==> src/rtl/ttb_pkg.sv <==
// Shared types and constants for the triangle tile binner.
// No dependencies; every module of the block imports this package.
`timescale 1ns / 1ps
package ttb_pkg;

    localparam int DEF_MAX_GRID_COLS = 64;
    localparam int DEF_MAX_GRID_ROWS = 64;
    localparam int DEF_LIST_DEPTH    = 8;

    localparam logic [12:0] SCREEN_W_RESET  = 13'd640;
    localparam logic [12:0] SCREEN_H_RESET  = 13'd480;
    localparam logic [8:0]  TILE_SIZE_RESET = 9'd16;

    // Divider operand widths.
    localparam int DIV_NUM_W = 16;
    localparam int DIV_DEN_W = 9;

    // Number of divisions per triangle: two grid sizes and four box bounds.
    localparam int NUM_DIVS = 6;

    typedef enum logic [1:0] {
        MODE_BIN   = 2'd0,
        MODE_CLEAR = 2'd1,
        MODE_READ  = 2'd2,
        MODE_NOP   = 2'd3
    } ttb_mode_t;

    typedef enum logic [1:0] {
        CFG_SCREEN_W  = 2'd0,
        CFG_SCREEN_H  = 2'd1,
        CFG_TILE_SIZE = 2'd2,
        CFG_UNUSED    = 2'd3
    } ttb_cfg_idx_t;

    typedef enum logic [3:0] {
        S_CLR,
        S_IDLE,
        S_DIV_GO,
        S_DIV_WAIT,
        S_BOX,
        S_T_RD,
        S_T_WR,
        S_RQ,
        S_DONE
    } ttb_state_t;

    // Divider control and status.
    typedef struct packed {
        logic                 start;
        logic [DIV_NUM_W-1:0] num;
        logic [DIV_DEN_W-1:0] den;
    } ttb_div_req_t;

    typedef struct packed {
        logic                 done;
        logic [DIV_NUM_W-1:0] quo;
    } ttb_div_rsp_t;

endpackage

==> src/rtl/ttb_divider.sv <==
// Bit-serial restoring divider, one quotient bit per cycle.
// Depends on ttb_pkg for the request and response structs.
`timescale 1ns / 1ps
module ttb_divider (
    input  logic                  clk,
    input  logic                  rst_n,
    input  ttb_pkg::ttb_div_req_t req,
    output ttb_pkg::ttb_div_rsp_t rsp
);
    import ttb_pkg::*;

    localparam int CNT_W = $clog2(DIV_NUM_W + 1);

    logic [DIV_NUM_W-1:0] quo_reg;
    logic [DIV_DEN_W-1:0] rem_reg;
    logic [DIV_DEN_W-1:0] den_reg;
    logic [CNT_W-1:0]     cnt_reg;
    logic                 busy_reg;
    logic                 done_reg;
    logic [DIV_DEN_W:0]   shifted;
    logic                 fits;

    // Trial subtraction of the divisor from the shifted remainder.
    assign shifted = {rem_reg, quo_reg[DIV_NUM_W-1]};
    assign fits    = shifted >= {1'b0, den_reg};

    always_ff @(posedge clk or negedge rst_n)
    begin
        if (!rst_n)
        begin
            busy_reg <= 1'b0;
            done_reg <= 1'b0;
            cnt_reg  <= '0;
        end
        else
        begin
            done_reg <= 1'b0;
            if (req.start)
            begin
                busy_reg <= 1'b1;
                cnt_reg  <= CNT_W'(DIV_NUM_W);
            end
            else if (busy_reg)
            begin
                cnt_reg <= cnt_reg - 1'b1;
                if (cnt_reg == CNT_W'(1))
                begin
                    busy_reg <= 1'b0;
                    done_reg <= 1'b1;
                end
            end
        end
    end

    always_ff @(posedge clk)
    begin
        if (req.start)
        begin
            quo_reg <= req.num;
            den_reg <= req.den;
            rem_reg <= '0;
        end
        else if (busy_reg)
        begin
            quo_reg <= {quo_reg[DIV_NUM_W-2:0], fits};
            rem_reg <= fits ? DIV_DEN_W'(shifted - {1'b0, den_reg})
                            : shifted[DIV_DEN_W-1:0];
        end
    end

    assign rsp.done = done_reg;
    assign rsp.quo  = quo_reg;

endmodule

==> config.mk <==
export PLATFORM = sky130hd
export DESIGN_NAME = ttb_divider
export DESIGN_NICKNAME = d
export VERILOG_FILES = /design/src/rtl/ttb_pkg.sv /design/src/rtl/ttb_divider.sv
export SDC_FILE = /design/constraint.sdc
export NUM_CORES = 1
export LEC_CHECK = 0
export CAP_MARGIN = 0
export CORE_ASPECT_RATIO = 1.4
export CORE_MARGIN = 4
export CORE_UTILIZATION = 53
export CTS_BUF_LIST = sky130_fd_sc_hd__clkbuf_16
export DETAILED_ROUTE_END_ITERATION = 6
export DONT_BUFFER_PORTS = 1
export GPL_ROUTABILITY_DRIVEN = 0
export PLACE_DENSITY = 0.68
export SYNTH_ARGS = -nofsm -noshare
export SYNTH_HDL_FRONTEND = slang
export SYNTH_SLANG_ARGS = --single-unit
==> constraint.sdc <==
create_clock -name clk -period 2.22 [get_ports clk]
set_input_delay 0.444 -clock clk [delete_from_list [all_inputs] [get_ports clk]]
set_output_delay 0.444 -clock clk [all_outputs]
set_load 0.02 [all_outputs]
==> out/metrics.cfg <==
[run_status]
outcome = finished, violations left
violations = setup timing

[placed_design]
numPlacedInstances = 229
port_buffers = 0
dpl-instance-area_mm2 = 0.002303
dp_hpwl_mm = 3.229

[logic_synthesis]
yosys_warnings = 0
async_flop_share_pct = 17.07
yosysUniqueCellTypes = 48
synth_edf_count = 25
syn_nets = 224
ys_ff_latch = 41
ys_seq_area_share_pct = 50.03
syn-instance-count = 184
synthFlopType = edfxtp_1
syn_area_mm2 = 0.002211
avgSynthCellArea_um2 = 12.02

[min_path]
holdPathEnd = rem_reg[3]
hold_depth = 1
hp-start = req[25]
hp-class = input pin to flop

[finish]
fillers = 313
antenna_cells = 0
most-common-layout-cells = 25 x edfxtp_1, 16 x buf_4, 15 x mux2_2, 15 x nor2_1, 13 x inv_1
final-seq-area_mm2 = 0.001106
area_delta_synth_final_pct = 17.20
finalNonFillerCells = 246
largest_reg_flops = 16
final_net_count = 242
drive_above_1_share_pct = 30.54
final_common_cell = edfxtp_1
multi_input_area_mm2 = 0.001040
finish.instance_area_mm2 = 0.002591

[setup_path]
critPathMaxFanout = 3
rr_worst_depth = 10
worstSetupPathType = flop to flop
r2r_slack_ns = -0.14
reg2reg_to = rem_reg[8]
cp-end-kind = flop
rr_startpoint = quo_reg[15]
required_ns = 2.38
arrival_ns = 2.51
start_kind = flop

[sta]
final_max_slew_viol_count = 0
period_minus_slack_ns = 2.356
worstMarginPinSlew_ns = 0.4221
tns_ns = -0.7347
setup-violations-final = 10
hold_violations = 0
max_freq_mhz = 424.4
hold_ws_ns = 0.2299
fin_skew_ns = 0.006494
fin_crit_sh_pct = 106.1
rsz0062_at_grt = yes
maxSlewHeadroom_pct = 71.50
finalWorstSetupSlack_ns = -0.1361

[global_route]
grt_util_met1_pct = 19.52
track_usage_pct = 17.67
grtUsageMet3_pct = 4.552
antenna_found_initial = 0
gr-total-overflow = 0
grt_pass1_vias = 1583
use_met2_pct = 32.04
grt_max_degree = 45
grt_pass1_wl_mm = 7.431
busiest_layer = met2

[route]
totalWireLength_mm = 4.411
drcViolationCount = 0
firstDrtPassIters = 4
first_iter_violations = 58
viasPerCell = 5.996
avgRoutedWirePerCell_um = 17.93
num_vias = 1475
ant_nets = 0

[die]
core-area_mm2 = 0.003986
initial_utilization_pct = 55.46
dieArea_mm2 = 0.005283
rows = 27
io_pins = 45
die_y_um = 84.42
fp.dieW_um = 62.59

[power]
leakage_nw = 1.079
total_power_mw = 3.159
p_per_area_mw_per_mm2 = 1219
vdd_drop_max_uv = 687.8

[clocking]
cts.path.max_buffers = 2
cts_buffers = 5
clk_pin_slew_ns = 0.06
cts_tree = built
clock_latency_ns = 0.28
htreeDepth = 2
root_buffer = clkbuf_16
cts.sinks = 41

[flow_run]
maxCapViolations = 0

[how the worst max path moves through the flow]
stage / startpoint / end / slack, ns / depth (start not counted)
global placement: quo_reg[15] / rem_reg[0] / 0.01 / 10
detailed placement: quo_reg[15] / rem_reg[8] / -0.09 / 9
CTS: quo_reg[15] / rem_reg[8] / -0.06 / 9
floorplan: quo_reg[15] / rem_reg[0] / -0.18 / 10
global route: quo_reg[15] / rem_reg[8] / -0.25 / 11
finish: quo_reg[15] / rem_reg[8] / -0.14 / 10
[power breakdown]
group          total (mW)  internal [mW]  switching, mW
Sequential           1.18          0.988          0.193
Clock               0.813          0.531          0.282
Combinational        1.16          0.599          0.565
[worst max-delay path, cell delays in order (launching register included)]
cell and delay [ns]:
edfxtp_1 0.40, inv_2 0.10, ha_4 0.13, inv_2 0.03
fa_2 0.36, a211oi_4 0.25, o21ai_2 0.11, buf_4 0.15
a311oi_2 0.24, a2111oi_1 0.07, or3_1 0.38
[per-layer routing]
metal	wire [um]	vias to the layer above
met5	0	-
met4	89	0
met3	211	7
met2	2427	40
met1	1683	718
li1	-	710
[metrics by stage]
stage	setup WS, ns	utilization, %
after global placement	0.01403	57.78
after floorplan	-0.1787	-
after global routing	-0.2522	65.00
after CTS	-0.06430	63.37
final	-0.1361	65.00
after detailed placement	-0.08974	57.78
[kinds of logic (layout without fill, tap and decap cells)]
| group | Yosys count | in the layout | share of synthesized area, % |
|---|---|---|---|
| DFF | 41 | 41 | 50.03 |
| muxes | 21 | 21 | 10.36 |
| xor gates and xnor gates | 8 | 8 | 3.169 |
| buffers and inverters | 24 | 43 | 4.640 |
| adders and majority gates | 12 | 12 | 7.131 |
| AOI/OAI and AO/OA | 31 | 31 | 12.17 |
| and+or+nand+nor | 47 | 47 | 12.51 |
[cell usage after synthesis (all sizes together) (2+ instances only)]
master	count	area share (%)
nand3	5	1.1
a211oi	8	3.8
inv	15	2.5
nor4b	2	0.79
xor2	4	1.6
edfxtp	25	34
ha	11	6.2
nor2b	2	0.57
a211o	3	1.2
buf	3	1.0
nor3b	2	0.68
nand2b	4	1.1
nand4b	2	0.79
xnor2	4	1.6
o311ai	2	0.79
dfxtp	9	8.1
nor3	2	0.45
nor2	15	2.5
or3	2	0.62
mux2i	6	2.7
mux2	15	7.6
a21oi	6	1.9
nand2	5	0.85
a21o	2	0.68
dfrtp	7	7.9
a311oi	3	1.2
clkbuf	6	1.1
o211ai	2	0.68
[what timing repair did]
action | in CTS | in global routing
resized for setup | 7 | 6
hold buffers | 1 | 0
buffers inserted | 2 | 5
gates cloned | 0 | 1
endpoints found under the hold margin | 7 | 0
endpoints found under the setup margin | 8 | 10
pin swaps | 3 | 4
[area by class of cell]
| type | count | area share, % |
|---|---|---|
| inverter | 15 | 2.173 |
| clock buffer | 5 | 4.829 |
| sequential | 41 | 42.68 |
| multi-input combinational | 119 | 40.13 |
| clock inverter | 3 | 1.787 |
| tap | 43 | 2.076 |
| timing repair buffer | 20 | 6.325 |
(Power assumes the default switching activity.)
